[src/rtl/core/mctc_pkg.sv]
// ----------------------------------------------------------------------------
// mctc_pkg - shared types and constants
// Trie geometry, command and result records, back-end state codes.
// ----------------------------------------------------------------------------
package mctc_pkg;

    localparam int NODE_COUNT  = 64;
    localparam int NODE_BITS   = $clog2(NODE_COUNT);
    localparam int ADDR_BITS   = NODE_BITS + 8;
    localparam int ENTRY_COUNT = NODE_COUNT * 256;
    localparam int FREE_BITS   = $clog2(NODE_COUNT + 1);

    localparam logic [0:0] ACT_INSERT = 1'b0;
    localparam logic [0:0] ACT_LOOKUP = 1'b1;

    localparam logic [1:0] MODE_TABLE    = 2'd0;
    localparam logic [1:0] MODE_FALLBACK = 2'd1;
    localparam logic [1:0] MODE_IDENTITY = 2'd2;

    localparam logic [1:0] ST_OK        = 2'd0;
    localparam logic [1:0] ST_COLLIDED  = 2'd1;
    localparam logic [1:0] ST_EXHAUSTED = 2'd2;

    typedef struct packed {
        logic        link;
        logic [15:0] value;
    } entry_t;

    typedef struct packed {
        logic            lookup;
        logic [2:0]      nb;
        logic [31:0]     code_s;
        logic [31:0]     code_e;
        logic [15:0]     cid0;
        logic [3:0][7:0] bytes;
        logic [2:0]      len;
    } cmd_t;

    typedef struct packed {
        logic [15:0] cid;
        logic [31:0] char_code;
        logic [2:0]  bytes_used;
        logic [1:0]  status;
    } res_t;

    typedef enum logic [3:0] {
        B_CLEAR,
        B_IDLE,
        B_BLK_START,
        B_WALK_RD,
        B_WALK_CHK,
        B_LEAF_SET,
        B_LEAF_RD,
        B_LEAF_CHK,
        B_NEXT_BLK,
        B_INS_END,
        B_LK_RD,
        B_LK_CHK,
        B_LK_FALL,
        B_DONE
    } back_state_t;

endpackage

[src/rtl/core/mctc_cmd_fifo.sv]
// ----------------------------------------------------------------------------
// mctc_cmd_fifo - command queue
// Two-entry queue decoupling intake from trie execution.
// ----------------------------------------------------------------------------
module mctc_cmd_fifo
    import mctc_pkg::*;
(
    input  logic clk,
    input  logic rst_n,
    input  logic push,
    input  cmd_t wdata,
    output logic full,
    input  logic pop,
    output cmd_t rdata,
    output logic empty
);

    cmd_t       slot_reg [2];
    logic       wptr_reg;
    logic       rptr_reg;
    logic [1:0] count_reg;

    assign full  = (count_reg == 2'd2);
    assign empty = (count_reg == 2'd0);
    assign rdata = slot_reg[rptr_reg];

    always_ff @(posedge clk)
    begin
        if (push)
            slot_reg[wptr_reg] <= wdata;
    end

    always_ff @(posedge clk or negedge rst_n)
    begin
        if (!rst_n)
        begin
            wptr_reg  <= 1'b0;
            rptr_reg  <= 1'b0;
            count_reg <= 2'd0;
        end
        else
        begin
            if (push)
                wptr_reg <= !wptr_reg;
            if (pop)
                rptr_reg <= !rptr_reg;
            count_reg <= count_reg + {1'b0, push} - {1'b0, pop};
        end
    end

endmodule

[config.mk]
export PLATFORM = sky130hd
export DESIGN_NAME = mctc_cmd_fifo
export DESIGN_NICKNAME = d
export VERILOG_FILES = /design/src/rtl/core/mctc_pkg.sv /design/src/rtl/core/mctc_cmd_fifo.sv
export SDC_FILE = /design/constraint.sdc
export NUM_CORES = 1
export LEC_CHECK = 0
export ABC_CLOCK_PERIOD_IN_PS = 19230
export BUFFER_PORTS_ARGS = -buffer_cell sky130_fd_sc_hd__clkbuf_2
export CAP_MARGIN = 0
export CORE_ASPECT_RATIO = 2
export CORE_MARGIN = 3
export CORE_UTILIZATION = 38
export CTS_CLUSTER_SIZE = 12
export DETAILED_ROUTE_END_ITERATION = 16
export GPL_TIMING_DRIVEN = 0
export SLEW_MARGIN = 20
export SYNTH_ARGS = -nofsm -noshare
export SYNTH_HDL_FRONTEND = slang
export SYNTH_SLANG_ARGS = --single-unit
[constraint.sdc]
create_clock -name clk -period 19.23 [get_ports clk]
set_input_delay 3.846 -clock clk [delete_from_list [all_inputs] [get_ports clk]]
set_output_delay 3.846 -clock clk [all_outputs]
set_load 0.1 [all_outputs]
==> Word level (Yosys, flattened, before mapping) <==
Memory sizes are Yosys's and may differ from the RTL's.
Index checks and enable logic that the tools add are counted.
{ "classes": {"n_eq_ne": 1, "mux": 2, "addsub": 2, "n_reduce_logical": 3} }
{ "op_table": {"columns": ["operator", "n"], "rows": [
  ["adder 2 x 1 -> 2 bit", 1],
  ["equality test 2 bit, second input constant", 1],
  ["zero test 1 bit", 2],
  ["zero test 2 bit", 1],
  ["2-to-1 mux 1 bit", 2],
  ["subtractor 2 x 1 -> 2 bit", 1]
]} }
{ "word_totals": {"wordCells": 12, "in_bits": 123, "n_memories": 1, "ram_bits": 238, "output_inout_bits": 121, "reg_bits": 4} }
{ "memory_table": {"columns": ["memory", "words", "word_bits", "rd", "rd_ports_with_merged_regs", "wr", "line", "source"], "rows": [
  ["slot_reg", 2, 119, 1, 0, 1, "mctc_cmd_fifo.sv:18", "cmd_t slot_reg [2];"]
]} }

==> Logic depth before layout (Yosys ltp) <==
{ "logic_depth": {"ltp_word": 2, "ltp_mapped": 5} }

==> Worst setup path after synthesis <==
Ideal clock, no wire load.
{ "synth_path": {"path_kind": "input port to flip-flop", "startpoint": "input push", "endpoint": "memory slot_reg[0][0] (netlist name) (enable)", "stages": 1, "path_buffers": 0, "setup_slack_ps": 9608, "setup_time_ps": 613, "required_time_ps": 18617, "arrival_time_ps": 9010, "path_cell_list": "nor2b_1"} }
{ "synth_between": {"elab_chain_len": 2} }
{ "synth_rtl": {"columns": ["item", "line", "source"], "rows": [
  ["from (decl)", "mctc_cmd_fifo.sv:10", "input logic push,"],
  ["2-to-1 mux 1 bit", "mctc_cmd_fifo.sv:29", "if (push)"],
  ["2-to-1 mux 1 bit (not written as such)", "mctc_cmd_fifo.sv:30", "slot_reg[wptr_reg] <= wdata;"],
  ["to (decl)", "mctc_cmd_fifo.sv:18", null]
]} }
No other way between the ends.

==> metrics.md <==
| Metric | Value |
|---|---|
| Status | completed |
| Yosys warns | 0 |
| Register bit count reported by yosys | 242 |
| Overall global routing resource usage | 0.142 |
| Crit Path Class | reg2out |
| Setup TNS Final | 0 ns |
| Synth cell count leaders | 238 x edfxtp_1, 119 x mux2_2, 11 x buf_6 |
| Die width | 114 um |
| Tightest Pin Transition | 0.592 ns |
| Mapped Area | 0.00882 mm2 |
| Clock sinks | 242 |
| Vias/cell | 4.80 |
| Num rows | 78 |
| Largest net degree at the start of global routing | 56 |
| FFs w/ async S/R, synth | 0.0165 |
| Root buffer cell | clkbuf_16 |
| Most frequent cell after synthesis | edfxtp_1 |
| Syn Inst Count | 385 |
| Max Cap Violations | 0 |
| WL per Instance | 19.3 um |
| Final hold violation count | 0 |
| Vias in the first global route | 5151 |
| Total number of vias | 4571 |
| Area of the multi-input gates | 0.00144 mm2 |
| # DRC | 0 |
| Initial antenna violation count | 1 |
| Final period utilization | 0.307 |
| First-pass detailed-route iteration total | 4 |
| Sequential fraction of the synthesis area | 0.822 |
| Worst EP arrival | 2.06 ns |
| Minimum clock period | 5.90 ns |
| Main area contributors after synthesis | edfxtp_1 81%, mux2_2 15%, buf_6 1.4%, dfrtp_1 1.1%, ha_1 0.28% |
| Worst-Skew Late Latency | 0.51 ns |
| Pre-CTS WS | 13.82 ns |
| Class of the worst hold path | reg2reg |
| Area growth syn-to-layout | 27.6% |
| Routed Antenna Nets | 0 |
| Core Area | 0.0227 mm2 |
| Final hold slack | 0.562 ns |
| Worst-path clk slew | 0.06 ns |
| Number of distinct library cells after synthesis | 12 |
| Yosys top cell by area | edfxtp_1 |
| Max Clock Skew | 0.00867 ns |
| Post-CTS resize count | 0 |
| PnR worst setup slack | 13.33 ns |
| DR iter-0 viols | 171 |
| Fraction of layout cells with a size suffix above 1 | 0.613 |
| Initial Util | 0.388 |
| Setup Viol. Count Final | 0 |
| Setup bufs post-CTS | 0 |
| Crit. End Element | output port |
| Yosys top cell area share | 0.811 |
| Total wire length | 18.4 mm |
| Slew Limit Headroom | 0.607 |
| First-pass GRT wire length | 27.4 mm |
| Syn avg cell area | 22.9 um2 |
| CTS H-tree depth | 1 |
| Number of synthesized flops with an enable pin | 238 |
| Number of nets in the layout | 786 |
| Critical path launch point type | flop |
| CP required | 15.38 ns |
| Ports | 244 |
| Gr ovfl total | 0 |
| Flip-flop count of the largest register after layout | 238 |
| Register area | 0.00725 mm2 |
| TritonCTS clock tree | done |
| Clock buffer depth | 3 |
| Main flop type after synthesis | edfxtp_1 |
| Cts bufs inserted | 24 |
| Peak Freq | 0.169 GHz |
| # hold bufs at CTS | 0 |
| CP max FO | 10 |
| Final RePlAce weighted congestion | 0.710 |
| Final Max Slew Viols | 0 |
| Port Buffers | 243 |
| RSZ-0062 raised after global routing | false |
| Fillers | 1949 |
| Die Y | 221 um |
| Mapped Nets | 510 |
| Post-DP HPWL | 13.4 mm |
| Area of the die | 0.0252 mm2 |
[metrics by stage]
stage | utilization | instance area [um2] | cells
2_1_floorplan | - | 8820 | 385
3_3_place_gp | 0.457 | 10400 | 908
3_5_place_dp | 0.465 | 10600 | 915
4_1_cts | 0.495 | 11200 | 951
5_1_grt | 0.495 | 11200 | 952
6_report | 0.495 | 11200 | 952
[metal layers]
metal,vias up,routed length (um),global-route usage
met3,47,1040,0.0268
met1,2274,5570,0.126
met4,0,770,0.0687
met2,165,11000,0.287
met5,-,0,0
li1,2085,-,-
[critical path, stage by stage, from the launching register on]
cell      delay, ns
dfrtp_1        0.38
buf_6          0.22
buf_6          0.19
mux2_2         0.35
clkbuf_2       0.39
[layout by cell type, fill, tap and decap left out, types with 3 or more instances in the layout]
| cell | netlist | final |
|---|---|---|
| clkbuf_2 | 0 | 243 |
| edfxtp_1 | 238 | 238 |
| mux2_2 | 119 | 119 |
| clkbuf_16 | 0 | 25 |
| buf_6 | 11 | 11 |
| clkbuf_1 | 0 | 9 |
| dfrtp_1 | 4 | 4 |
| buf_16 | 0 | 4 |
| buf_12 | 0 | 3 |
[path summary, 6_finish.rpt]
kind,start,endpoint,slack [ns],cells after the start
min in group asynchronous,rst_n,rptr_reg,3.13,1
setup reg to reg,wptr_reg,slot_reg[0][29],17.48,4
hold reg to reg,wptr_reg,wptr_reg,0.56,1
hold / removal,wptr_reg,wptr_reg,0.56,1
max in group asynchronous,rst_n,wptr_reg,15.97,1
setup / recovery,rptr_reg,rdata[58],13.33,4
[logic make-up after synthesis]
| group | after synthesis | share of synthesized area |
|---|---|---|
| DFF | 242 | 0.822 |
| muxes | 119 | 0.152 |
| buffers and inverters | 15 | 0.0160 |
| and+or+nand+nor | 4 | 0.00255 |
| xor gates and xnor gates | 3 | 0.00468 |
| adders and majority gates | 2 | 0.00284 |
[layout make-up]
cell class                      instances  area share
Multi-Input combinational cell        128       0.128
Clock buffer                           35      0.0598
Tap cell                              280      0.0311
Clock inverter                          1    0.000779
Sequential cell                       242       0.644
Timing Repair Buffer                  250       0.123
Inverter                                2    0.000667
Antenna cell                            1    0.000222
Buffer                                 13      0.0119
Power is left out: the tool's default activity adds up to more than one toggle a clock period on the data nets, which glitch-free logic cannot reach.
