===== src/rtl/core/mctc_pkg.sv =====
// ----------------------------------------------------------------------------
// mctc_pkg - shared types and constants
// Trie geometry, command and result records, back-end state codes.
// ----------------------------------------------------------------------------
package mctc_pkg;

    localparam int NODE_COUNT  = 64;
    localparam int NODE_BITS   = $clog2(NODE_COUNT);
    localparam int ADDR_BITS   = NODE_BITS + 8;
    localparam int ENTRY_COUNT = NODE_COUNT * 256;
    localparam int FREE_BITS   = $clog2(NODE_COUNT + 1);

    localparam logic [0:0] ACT_INSERT = 1'b0;
    localparam logic [0:0] ACT_LOOKUP = 1'b1;

    localparam logic [1:0] MODE_TABLE    = 2'd0;
    localparam logic [1:0] MODE_FALLBACK = 2'd1;
    localparam logic [1:0] MODE_IDENTITY = 2'd2;

    localparam logic [1:0] ST_OK        = 2'd0;
    localparam logic [1:0] ST_COLLIDED  = 2'd1;
    localparam logic [1:0] ST_EXHAUSTED = 2'd2;

    typedef struct packed {
        logic        link;
        logic [15:0] value;
    } entry_t;

    typedef struct packed {
        logic            lookup;
        logic [2:0]      nb;
        logic [31:0]     code_s;
        logic [31:0]     code_e;
        logic [15:0]     cid0;
        logic [3:0][7:0] bytes;
        logic [2:0]      len;
    } cmd_t;

    typedef struct packed {
        logic [15:0] cid;
        logic [31:0] char_code;
        logic [2:0]  bytes_used;
        logic [1:0]  status;
    } res_t;

    typedef enum logic [3:0] {
        B_CLEAR,
        B_IDLE,
        B_BLK_START,
        B_WALK_RD,
        B_WALK_CHK,
        B_LEAF_SET,
        B_LEAF_RD,
        B_LEAF_CHK,
        B_NEXT_BLK,
        B_INS_END,
        B_LK_RD,
        B_LK_CHK,
        B_LK_FALL,
        B_DONE
    } back_state_t;

endpackage


===== src/rtl/core/mctc_req_if.sv =====
// ----------------------------------------------------------------------------
// mctc_req_if - request channel
// Valid/ready channel carrying one insert or lookup request.
// ----------------------------------------------------------------------------
interface mctc_req_if;
    logic        valid;
    logic        ready;
    logic        action;
    logic [31:0] code_start;
    logic [31:0] code_end;
    logic [2:0]  code_bytes;
    logic [15:0] first_cid;
    logic [7:0]  lookup_byte_0;
    logic [7:0]  lookup_byte_1;
    logic [7:0]  lookup_byte_2;
    logic [7:0]  lookup_byte_3;
    logic [2:0]  lookup_length;

    modport source (
        output valid, action, code_start, code_end, code_bytes, first_cid,
               lookup_byte_0, lookup_byte_1, lookup_byte_2, lookup_byte_3, lookup_length,
        input  ready
    );
    modport sink (
        input  valid, action, code_start, code_end, code_bytes, first_cid,
               lookup_byte_0, lookup_byte_1, lookup_byte_2, lookup_byte_3, lookup_length,
        output ready
    );
endinterface


===== src/rtl/core/mctc_front.sv =====
// ----------------------------------------------------------------------------
// mctc_front - request intake
// Accepts requests, clamps lengths and trims codes into a command record.
// ----------------------------------------------------------------------------
module mctc_front
    import mctc_pkg::*;
(
    input  logic          en,
    mctc_req_if.sink      req,
    output logic          push,
    output cmd_t          cmd,
    input  logic          full
);

    logic [2:0]  nb;
    logic [31:0] cmask;

    assign req.ready = en && !full;
    assign push      = req.valid && req.ready;

    always_comb
    begin
        if (req.code_bytes == 3'd0)
            nb = 3'd1;
        else if (req.code_bytes > 3'd4)
            nb = 3'd4;
        else
            nb = req.code_bytes;
        case (nb)
            3'd1:    cmask = 32'h0000_00ff;
            3'd2:    cmask = 32'h0000_ffff;
            3'd3:    cmask = 32'h00ff_ffff;
            default: cmask = 32'hffff_ffff;
        endcase
        cmd.lookup = req.action;
        cmd.nb     = nb;
        cmd.code_s = req.code_start & cmask;
        cmd.code_e = req.code_end & cmask;
        cmd.cid0   = req.first_cid;
        cmd.bytes  = {req.lookup_byte_3, req.lookup_byte_2,
                      req.lookup_byte_1, req.lookup_byte_0};
        cmd.len    = (req.lookup_length > 3'd4) ? 3'd4 : req.lookup_length;
    end

endmodule


===== src/flat_wrapper.sv =====
// flat-port wrapper written by rule: the top's interface ports become plain ports
module mctc_front_flat import mctc_pkg::*;
  (en, push, cmd, full, req_valid, req_action, req_code_start, req_code_end, req_code_bytes, req_first_cid, req_lookup_byte_0, req_lookup_byte_1, req_lookup_byte_2, req_lookup_byte_3, req_lookup_length, req_ready);
  mctc_req_if req_i ();
  input  logic en;
  output logic push;
  output cmd_t cmd;
  input  logic full;
  input wire logic [$bits(req_i.valid)-1:0] req_valid;
  input wire logic [$bits(req_i.action)-1:0] req_action;
  input wire logic [$bits(req_i.code_start)-1:0] req_code_start;
  input wire logic [$bits(req_i.code_end)-1:0] req_code_end;
  input wire logic [$bits(req_i.code_bytes)-1:0] req_code_bytes;
  input wire logic [$bits(req_i.first_cid)-1:0] req_first_cid;
  input wire logic [$bits(req_i.lookup_byte_0)-1:0] req_lookup_byte_0;
  input wire logic [$bits(req_i.lookup_byte_1)-1:0] req_lookup_byte_1;
  input wire logic [$bits(req_i.lookup_byte_2)-1:0] req_lookup_byte_2;
  input wire logic [$bits(req_i.lookup_byte_3)-1:0] req_lookup_byte_3;
  input wire logic [$bits(req_i.lookup_length)-1:0] req_lookup_length;
  output wire logic [$bits(req_i.ready)-1:0] req_ready;
  assign req_i.valid = req_valid;
  assign req_i.action = req_action;
  assign req_i.code_start = req_code_start;
  assign req_i.code_end = req_code_end;
  assign req_i.code_bytes = req_code_bytes;
  assign req_i.first_cid = req_first_cid;
  assign req_i.lookup_byte_0 = req_lookup_byte_0;
  assign req_i.lookup_byte_1 = req_lookup_byte_1;
  assign req_i.lookup_byte_2 = req_lookup_byte_2;
  assign req_i.lookup_byte_3 = req_lookup_byte_3;
  assign req_i.lookup_length = req_lookup_length;
  assign req_ready = req_i.ready;
  mctc_front u_core (.en(en), .req(req_i), .push(push), .cmd(cmd), .full(full));
endmodule

===== config.mk =====
export PLATFORM = sky130hd
export DESIGN_NAME = mctc_front_flat
export DESIGN_NICKNAME = d
export VERILOG_FILES = /design/src/rtl/core/mctc_pkg.sv /design/src/rtl/core/mctc_req_if.sv /design/src/rtl/core/mctc_front.sv /design/src/flat_wrapper.sv
export SDC_FILE = /design/constraint.sdc
export NUM_CORES = 1
export LEC_CHECK = 0
export BUFFER_PORTS_ARGS = -buffer_cell sky130_fd_sc_hd__buf_2
export CAP_MARGIN = 10
export CELL_PAD_IN_SITES_DETAIL_PLACEMENT = 0
export CELL_PAD_IN_SITES_GLOBAL_PLACEMENT = 1
export CORE_MARGIN = 1.5
export CORE_UTILIZATION = 11
export DETAILED_ROUTE_END_ITERATION = 8
export GPL_ROUTABILITY_DRIVEN = 0
export MAX_ROUTING_LAYER = met4
export PLACE_DENSITY_LB_ADDON = 0.1
export SLEW_MARGIN = 20
export SYNTH_ARGS = -nofsm -noshare
export SYNTH_HDL_FRONTEND = slang
export SYNTH_SLANG_ARGS = --single-unit

===== constraint.sdc =====
create_clock -name vclk -period 0.9
set_input_delay 0.045 -clock vclk [all_inputs]
set_output_delay 0.045 -clock vclk [all_outputs]
set_load 0.01 [all_outputs]

# Yosys cells after proc, flatten, opt, wreduce, memory -nomap -nowiden
# Cells that the tools add are included.
[word_totals]
ff_bits = 0
in_bits = 122
out_inout_bits = 121
word_cells = 15
[op_classes]
order_cmp = 2
n_eq_ne = 3
mux = 4
bitwise_logic = 2
reduce_logical = 4
[ops]
columns = ["operator", "count"]
rows = [
  ["$pmux W32 S3", 1],
  ["$and A32 B32 Y32", 2],
  ["$mux W3", 3],
  ["$eq A3 B2 Y1 const B", 2],
  ["$gt A3 B3 Y1 const B", 2],
  ["$eq A3 B1 Y1 const B", 1],
  ["$logic_not A3 Y1", 1],
  ["$logic_and A1 B1 Y1", 2],
  ["$logic_not A1 Y1", 1],
]

# Logic depth before layout (Yosys ltp)
# Gate-level depths: netlist (run 1).
[logic_depth]
depth_word = 6
mapped_depth = 4
depth_no_buf = 2

# Least setup slack after synthesis (run 1)
# OpenSTA, ideal clock, no wires.
[synth_path]
path_type = "input-to-output"
startpoint = "input req_code_bytes[2]"
endpoint = "output cmd[65] in the netlist's numbering"
arrival_ns = 0.602
t_required_ns = 0.855
slack_ns = 0.253
stages = 4
cell_sequence = "clkbuf_4 nor2_4 buf_6 nor2b_1"
[synth_lines]
columns = ["item", "line", "source"]
rows = [
  ["start: declaration", "flat_wrapper.sv:13", "input wire logic [$bits(req_i.code_bytes)-1:0] req_code_bytes;"],
  ["end: declaration", "flat_wrapper.sv:7", "output cmd_t cmd;"],
]

==> results of run 1 <==
## worst min-delay path by stage
stage / from / to / cells past startpoint
finish: req_action / cmd[118] / 0
CTS: req_lookup_byte_2[7] / cmd[26] / 0
global route: req_first_cid[0] / cmd[35] / 0
global placement: req_lookup_byte_2[7] / cmd[26] / 0
floorplan: req_lookup_length[2] / cmd[0] / 1
detailed placement: req_lookup_byte_2[7] / cmd[26] / 0
## power groups by stage
stage	Sequential [uW]	Clock (uW)	Combinational (uW)
detailed placement	0	0	516
global route	0	0	571
floorplan	0	0	535
global placement	0	0	531
finish	0	0	514
CTS	0	0	517
## Yosys cell counts
cell type	n	area share [%]
buf_4	65	54
and2_1	17	12
nor2_4	1	1.2
buf_2	1	0.55
buf_6	2	2.5
nor2b_1	28	19
a21oi_2	1	0.96
a21oi_1	1	0.55
inv_1	1	0.41
nor2b_2	8	7.7
clkbuf_1	2	0.82
clkbuf_4	1	0.82
## stage by stage
step	hold slack [ns]	util [%]	power, uW	cells	area [um2]
2_1_floorplan	0.136	-	535	128	911
3_3_place_gp	0.0901	13.7	531	278	1110
3_5_place_dp	0.0901	13.7	516	278	1110
4_1_cts	0.0901	13.7	517	278	1110
5_1_grt	0.0900	13.9	571	279	1130
6_report	0.0900	13.9	514	279	1130
## kinds of logic after synthesis
logic type             synth area share (%)
AND/OR/NAND/NOR                        39.8
AO/OA/AOI/OAI                          1.51
buffers and inverters                  58.7
## cells in the final DEF, fill, tap and decap left out
master	n
a21oi_1	1
a21oi_2	1
and2_1	17
buf_12	2
buf_2	113
buf_4	2
inv_1	1
nor2_4	1
nor2b_1	28
nor2b_2	8
## layout make-up
type,count,area [um2]
Tap cell,105,131
Timing Repair Buffer,117,621
Multi-Input combinational cell,56,377
Fill cell,959,7000
Inverter,1,3.75
## routing by layer
metal	wire [um]	vias up
met5	0	-
met4	165	0
met3	530	34
met2	1650	89
met1	715	337
li1	-	407
==> flow_metrics.env, run 1 <==
export IMPL_cts_resized=0
export IMPL_ir_worst_vdd_uv=69.3
export IMPL_grtUsageTotal_pct=5.65
export IMPL_wl_um=3060
export IMPL_drive_gt1_share_pct=73.0
export IMPL_via_count=867
export IMPL_timing_critical_path_cells="buf_2 > a21oi_2 > buf_12 > nor2b_1 > buf_2"
export IMPL_critPathBufInv=3
export IMPL_combPwrFrac_pct=100.0
export IMPL_rsz0062_at_grt="no"
export IMPL_die_area_mm2=0.00884
export IMPL_hp_class="in -> out"
export IMPL_area_growth_pct=24.3
export IMPL_seq_area_um2=0
export IMPL_clock_buffers=0
export IMPL_std_cell_rows=33
export IMPL_globalRouteMet3Util_pct=2.18
export IMPL_syn_nets=250
export IMPL_fin_crit_sh_pct=86.6
export IMPL_fp_coreArea_mm2=0.00813
export IMPL_start_util_pct=11.2
export IMPL_crit_fanout=16
export IMPL_power_density_mw_per_mm2=454
export IMPL_num_antenna_cells=0
export IMPL_grt_pass1_wl_um=3870
export IMPL_fin_setup_tns_ns=0
export IMPL_seq_power_share_pct=0
export IMPL_setup_viol=0
export IMPL_cpMaxStageDelayCell="a21oi_2"
export IMPL_slowest_delay_ns=0.20
export IMPL_syn_cell_area_um2=911
export IMPL_die_x_um=94
export IMPL_p_sw_share_pct=45.4
export IMPL_status="finished clean"
export IMPL_p_int_uw=281
export IMPL_ant_nets=0
export IMPL_use_met1_pct=3.90
export IMPL_dr_pass1_iters=2
export IMPL_yosysSeqAreaShare_pct=0
export IMPL_end_kind="primary output"
export IMPL_crit_path_end="cmd[73]"
export IMPL_path_class="in -> out"
export IMPL_wl_per_cell_um=11.0
export IMPL_arrival_ns=0.73
export IMPL_worstMarginPinSlew_ns=0.179
export IMPL_postCtsSetupBuffers=0
export IMPL_min_period_ns=0.779
export IMPL_grt_pass1_vias=721
export IMPL_start_kind="input pin"
export IMPL_synth_cells=128
export IMPL_hold_buffers=0
export IMPL_drt_vias_per_instance=3.11
export IMPL_seq_cells=0
export IMPL_cp_depth=5
export IMPL_drt_iter0_markers=1
export IMPL_gr_total_overflow=0
export IMPL_hold_violations=0
export IMPL_p_sw_uw=233
export IMPL_maxCapViolCount=0
export IMPL_cpLargestDelayFamily="buffers and inverters"
export IMPL_gr_usage_met2_pct=11.6
export IMPL_pwr_share_clk_pct=0
export IMPL_yosysWarnings=0
export IMPL_setup_ws_ns=0.121
export IMPL_crit_top_cell="buf_2"
export IMPL_route_detailed_drc=0
export IMPL_dp_hpwl_um=2780
export IMPL_grt_busiest_layer="met2"
export IMPL_cp_data_required_time_ns=0.85
export IMPL_maxSlewViolCount=0
export IMPL_grt_max_degree=17
export IMPL_grt_antenna_before_repair=0
export IMPL_dp_slack_ns=0.00883
export IMPL_slew_headroom_pct=88.1
export IMPL_synth_avg_cell_area_um2=7.12
export IMPL_power_leakage_uw=0.000658
export IMPL_setup_worst_path_start="req_code_bytes[1]"
export IMPL_port_buffer_count=113
export IMPL_io_pins=243
export IMPL_max_freq_mhz=1280
export IMPL_die_h_um=94
export IMPL_nets=298
export IMPL_synth_distinct_cells=12
(Power assumes the default switching activity.)
==> inputs of run 2 (changes only) <==
Settings changed: CORE_UTILIZATION 11 to 10, PLACE_DENSITY set to 0.79, PLACE_DENSITY_LB_ADDON 0.1 to not set.
Clock period 0.9 ns to 0.8 ns, I/O delays scaled along.
==> run 2 against run 1 <==
  * Global-route usage down 0.77 points
  * Sequential share of layout area is the same
  * Final area up 0.33%
  * Wire length shrank 8.2%
  * Via count rose by 0.12%
  * Combinational power is 15% higher
  * Utilization decreased by 0.96 points
  * Total power grew 15%
  * Final cell count rose by 0.72%
  * First-iteration DRC count increased to 12 times the previous value
  * Count of clock-buffer cells in the layout is the same
==> flow_metrics.env, run 2 (same netlist as run 1, synthesis figures left out) <==
export IMPL_fin_setup_tns_ns=0
export IMPL_dr_pass1_iters=4
export IMPL_slowest_delay_ns=0.18
export IMPL_path_class="in -> out"
export IMPL_final_cell_area_mm2=0.00114
export IMPL_dp_slack_ns=0.0131
export IMPL_die_x_um=98.4
export IMPL_cpLargestDelayFamily="buffers and inverters"
export IMPL_fill_cells=1022
export IMPL_dpl_cell_area_mm2=0.00113
export IMPL_cp_data_required_time_ns=0.76
export IMPL_power_density_mw_per_mm2=519
export IMPL_grt_max_degree=18
export IMPL_via_count=868
export IMPL_die_h_um=98.4
export IMPL_max_freq_mhz=1350
export IMPL_drt_iter0_markers=12
export IMPL_port_buffer_count=113
export IMPL_arrival_ns=0.70
export IMPL_nets=297
export IMPL_rsz0062_at_grt="no"
export IMPL_crit_top_cell="buf_2"
export IMPL_wl_um=2810
export IMPL_grt_pass1_vias=754
export IMPL_num_antenna_cells=0
export IMPL_fin_cells=281
export IMPL_crit_fanout=16
export IMPL_drive_gt1_share_pct=72.8
export IMPL_fp_coreArea_mm2=0.00876
export IMPL_gr_total_overflow=0
export IMPL_hp_class="in -> out"
export IMPL_drt_vias_per_instance=3.09
export IMPL_grtUsageTotal_pct=4.88
export IMPL_std_cell_rows=34
export IMPL_end_kind="primary output"
export IMPL_status="finished clean"
export IMPL_final_cell_mix="buf_2, nor2b_1, and2_1, nor2b_2, buf_12"
export IMPL_critPathBufInv=3
export IMPL_fin_crit_sh_pct=92.9
export IMPL_worstMarginPinSlew_ns=0.142
export IMPL_power_leakage_uw=0.000655
export IMPL_route_detailed_drc=0
export IMPL_start_util_pct=10.4
export IMPL_grt_pass1_wl_um=3720
export IMPL_min_period_ns=0.743
export IMPL_timing_critical_path_cells="buf_2 > a21oi_4 > buf_12 > nor2b_1 > buf_2"
export IMPL_clock_buffers=0
export IMPL_start_kind="input pin"
export IMPL_setup_viol=0
export IMPL_cpMaxStageDelayCell="a21oi_4"
export IMPL_postCtsSetupBuffers=0
export IMPL_die_area_mm2=0.00969
export IMPL_seq_cells=0
export IMPL_layout_commonest_cell="buf_2"
export IMPL_seq_area_um2=0
export IMPL_maxSlewViolCount=0
export IMPL_dp_cells=281
export IMPL_dp_hpwl_um=2520
export IMPL_area_growth_pct=24.7
export IMPL_hold_violations=0
export IMPL_io_pins=243
export IMPL_ant_nets=0
export IMPL_ir_worst_vdd_uv=132
export IMPL_grt_antenna_before_repair=0
export IMPL_maxCapViolCount=0
export IMPL_fin_total_pwr_uw=590
export IMPL_slew_headroom_pct=90.5
export IMPL_wl_per_cell_um=10.0
export IMPL_setup_ws_ns=0.0571
-- run 2: changes by cell type in the layout (fill, tap and decap cells not counted), sizes merged --
cell / delta
buf: -1
-- run 2: path summary, 6_finish.rpt --
check | from | end | slack [ns] | depth (start not counted)
worst max-delay path | req_code_bytes[1] | cmd[106] | 0.06 | 5
worst min-delay path | req_lookup_byte_1[7] | cmd[18] | 0.08 | 0
-- run 2: through the flow --
step	hold WS [ns]	utilization [%]
2_1_floorplan	0.126	-
3_3_place_gp	0.0801	12.9
3_5_place_dp	0.0801	12.9
4_1_cts	0.0801	12.9
5_1_grt	0.0800	13.0
6_report	0.0800	13.0
-- run 2: final cells by class --
type                       instances  area (um2)  share of cell area [%]
timing repair buffer             116         613                    54.0
multi-input combinational         56         384                    33.8
tap                              108         135                    11.9
inverter                           1        3.75                   0.330
-- run 2: metal layers --
metal	share of wire, %	track usage [%]
met5	0	-
met4	4.1	2.38
met3	16	1.99
met2	51	9.43
met1	29	3.91
-- run 2: repair_timing --
item / CTS / global route
endpoints found under the hold margin: 0 / 0
resized for setup: 0 / 1
endpoints found under the setup margin: 0 / 16
hold buffers: 0 / 0
-- run 2: power by group --
group | switching [uW] | leakage (uW) | internal, uW
registers | 0 | 0 | 0
clock network | 0 | 0 | 0
logic | 275 | 0.000655 | 315
total | 275 | 0.000655 | 315
==> inputs of run 3 (changes only) <==
--- a/config.mk
+++ b/config.mk
@@ -7,12 +7,10 @@
 export LEC_CHECK = 0
-export BUFFER_PORTS_ARGS = -buffer_cell sky130_fd_sc_hd__buf_2
 export CAP_MARGIN = 10
-export CELL_PAD_IN_SITES_DETAIL_PLACEMENT = 0
-export CELL_PAD_IN_SITES_GLOBAL_PLACEMENT = 1
-export CORE_MARGIN = 1.5
-export CORE_UTILIZATION = 10
+export CORE_AREA = 2 2 95 97
 export DETAILED_ROUTE_END_ITERATION = 8
+export DIE_AREA = 0 0 97 99
+export DONT_BUFFER_PORTS = 1
 export GPL_ROUTABILITY_DRIVEN = 0
 export MAX_ROUTING_LAYER = met4
-export PLACE_DENSITY = 0.79
+export PLACE_DENSITY = 0.3
 export SLEW_MARGIN = 20
==> constraint.sdc (replaced) <==
create_clock -name vclk -period 0.8
set_input_delay 0.12 -clock vclk [all_inputs]
set_output_delay 0.12 -clock vclk [all_outputs]
set_load 0.01 [all_outputs]
==> run 3 against run 2 <==
  * Via count fell by 45%
  * Final area down 50%
  * Worst hold slack better by 0.16 ns
  * Non-clock buffer count is 113 lower
  * Global-route usage is 1.6 points lower
  * First-iteration DRC count shrank 75%
  * Sequential share of layout area unchanged
  * Critical path type unchanged
==> flow_metrics.env, run 3 (same netlist as run 1, synthesis figures left out) <==
export IMPL_status="finished clean"
export IMPL_std_cell_rows=34
export IMPL_hp_start="req_lookup_byte_2[0]"
export IMPL_fp_coreArea_mm2=0.00855
export IMPL_clock_buffers=0
export IMPL_start_kind="input pin"
export IMPL_maxSlewViolCount=0
export IMPL_dp_cells=168
export IMPL_rsz0062_at_grt="no"
export IMPL_route_detailed_drc=0
export IMPL_hold_buffers=0
export IMPL_die_area_mm2=0.00960
export IMPL_gr_usage_met2_pct=4.49
export IMPL_grt_pass1_wl_um=2420
export IMPL_slowest_delay_ns=0.26
export IMPL_timing_critical_path_cells="a21oi_2 > buf_12 > nor2b_1"
export IMPL_max_freq_mhz=1450
export IMPL_wl_per_cell_um=11.8
export IMPL_arrival_ns=0.57
export IMPL_grt_pass1_vias=409
export IMPL_min_period_ns=0.690
export IMPL_grt_max_degree=22
export IMPL_fin_cells=168
export IMPL_postCtsSetupBuffers=0
export IMPL_globalRouteMet3Util_pct=1.49
export IMPL_final_cell_mix="nor2b_1, and2_1, nor2b_2, buf_12"
export IMPL_multi_input_area_um2=377
export IMPL_cpLargestDelayFamily="simple AND/OR/NAND/NOR gates"
export IMPL_wl_um=1970
export IMPL_via_count=476
export IMPL_nets=184
export IMPL_cp_data_required_time_ns=0.68
export IMPL_fin_crit_sh_pct=86.2
export IMPL_start_util_pct=10.7
export IMPL_area_growth_pct=-38.2
export IMPL_die_h_um=99
export IMPL_num_antenna_cells=0
export IMPL_end_kind="primary output"
export IMPL_hold_violations=0
export IMPL_ant_nets=0
export IMPL_setup_ws_ns=0.110
export IMPL_use_met1_pct=3.48
export IMPL_power_density_mw_per_mm2=514
export IMPL_slew_headroom_pct=79.8
export IMPL_fill_cells=1002
export IMPL_die_x_um=97
export IMPL_cpMaxStageDelayCell="nor2b_1"
export IMPL_ir_worst_vdd_uv=59.8
export IMPL_seq_cells=0
export IMPL_dp_slack_ns=0.112
export IMPL_maxCapViolCount=0
export IMPL_drt_vias_per_instance=2.83
export IMPL_fin_setup_tns_ns=0
export IMPL_grt_busiest_layer="met2"
export IMPL_hp_class="in -> out"
export IMPL_grtUsageTotal_pct=3.25
export IMPL_drive_gt1_share_pct=21.7
export IMPL_cts_resized=0
export IMPL_drt_iter0_markers=3
export IMPL_port_buffer_count=0
export IMPL_grt_antenna_before_repair=0
export IMPL_gr_total_overflow=0
export IMPL_path_class="in -> out"
export IMPL_dr_pass1_iters=3
export IMPL_setup_worst_path_start="req_code_bytes[1]"
export IMPL_layout_commonest_cell="nor2b_1"
export IMPL_worstMarginPinSlew_ns=0.304
export IMPL_io_pins=243
export IMPL_setup_viol=0
export IMPL_power_leakage_uw=0.000174
export IMPL_critPathBufInv=1
export IMPL_seq_area_um2=0
export IMPL_crit_fanout=16
run 3: worst paths after layout:
path	end	slack, ns	cells past startpoint
max	cmd[69]	0.11	3
min	cmd[19]	0.24	0
run 3: stage by stage:
stage	total power, uW	util [%]	hold WS (ns)	instance area, um2
after CTS	296	6.58	0.240	563
after global placement	299	6.58	0.240	563
after global routing	308	6.58	0.240	563
final	290	6.58	0.240	563
after detailed placement	295	6.58	0.240	563
after floorplan	601	-	0.286	911
run 3: power by group:
| group | switching, uW | internal, uW |
|---|---|---|
| Sequential | 0 | 0 |
| Combinational | 177 | 113 |
| Clock | 0 | 0 |
| Total | 177 | 113 |
run 3: cell type report:
| type | instances | share of cell area (%) |
|---|---|---|
| multi-input cells | 56 | 66.9 |
| inverters | 1 | 0.667 |
| well taps | 108 | 24.0 |
| repair buffers | 3 | 8.44 |
run 3: per-layer routing:
layer / part of all wire, % / routed length, um
met5: 0 / 0
met4: 6.9 / 136
met1: 31 / 607
met3: 18 / 354
met2: 44 / 876
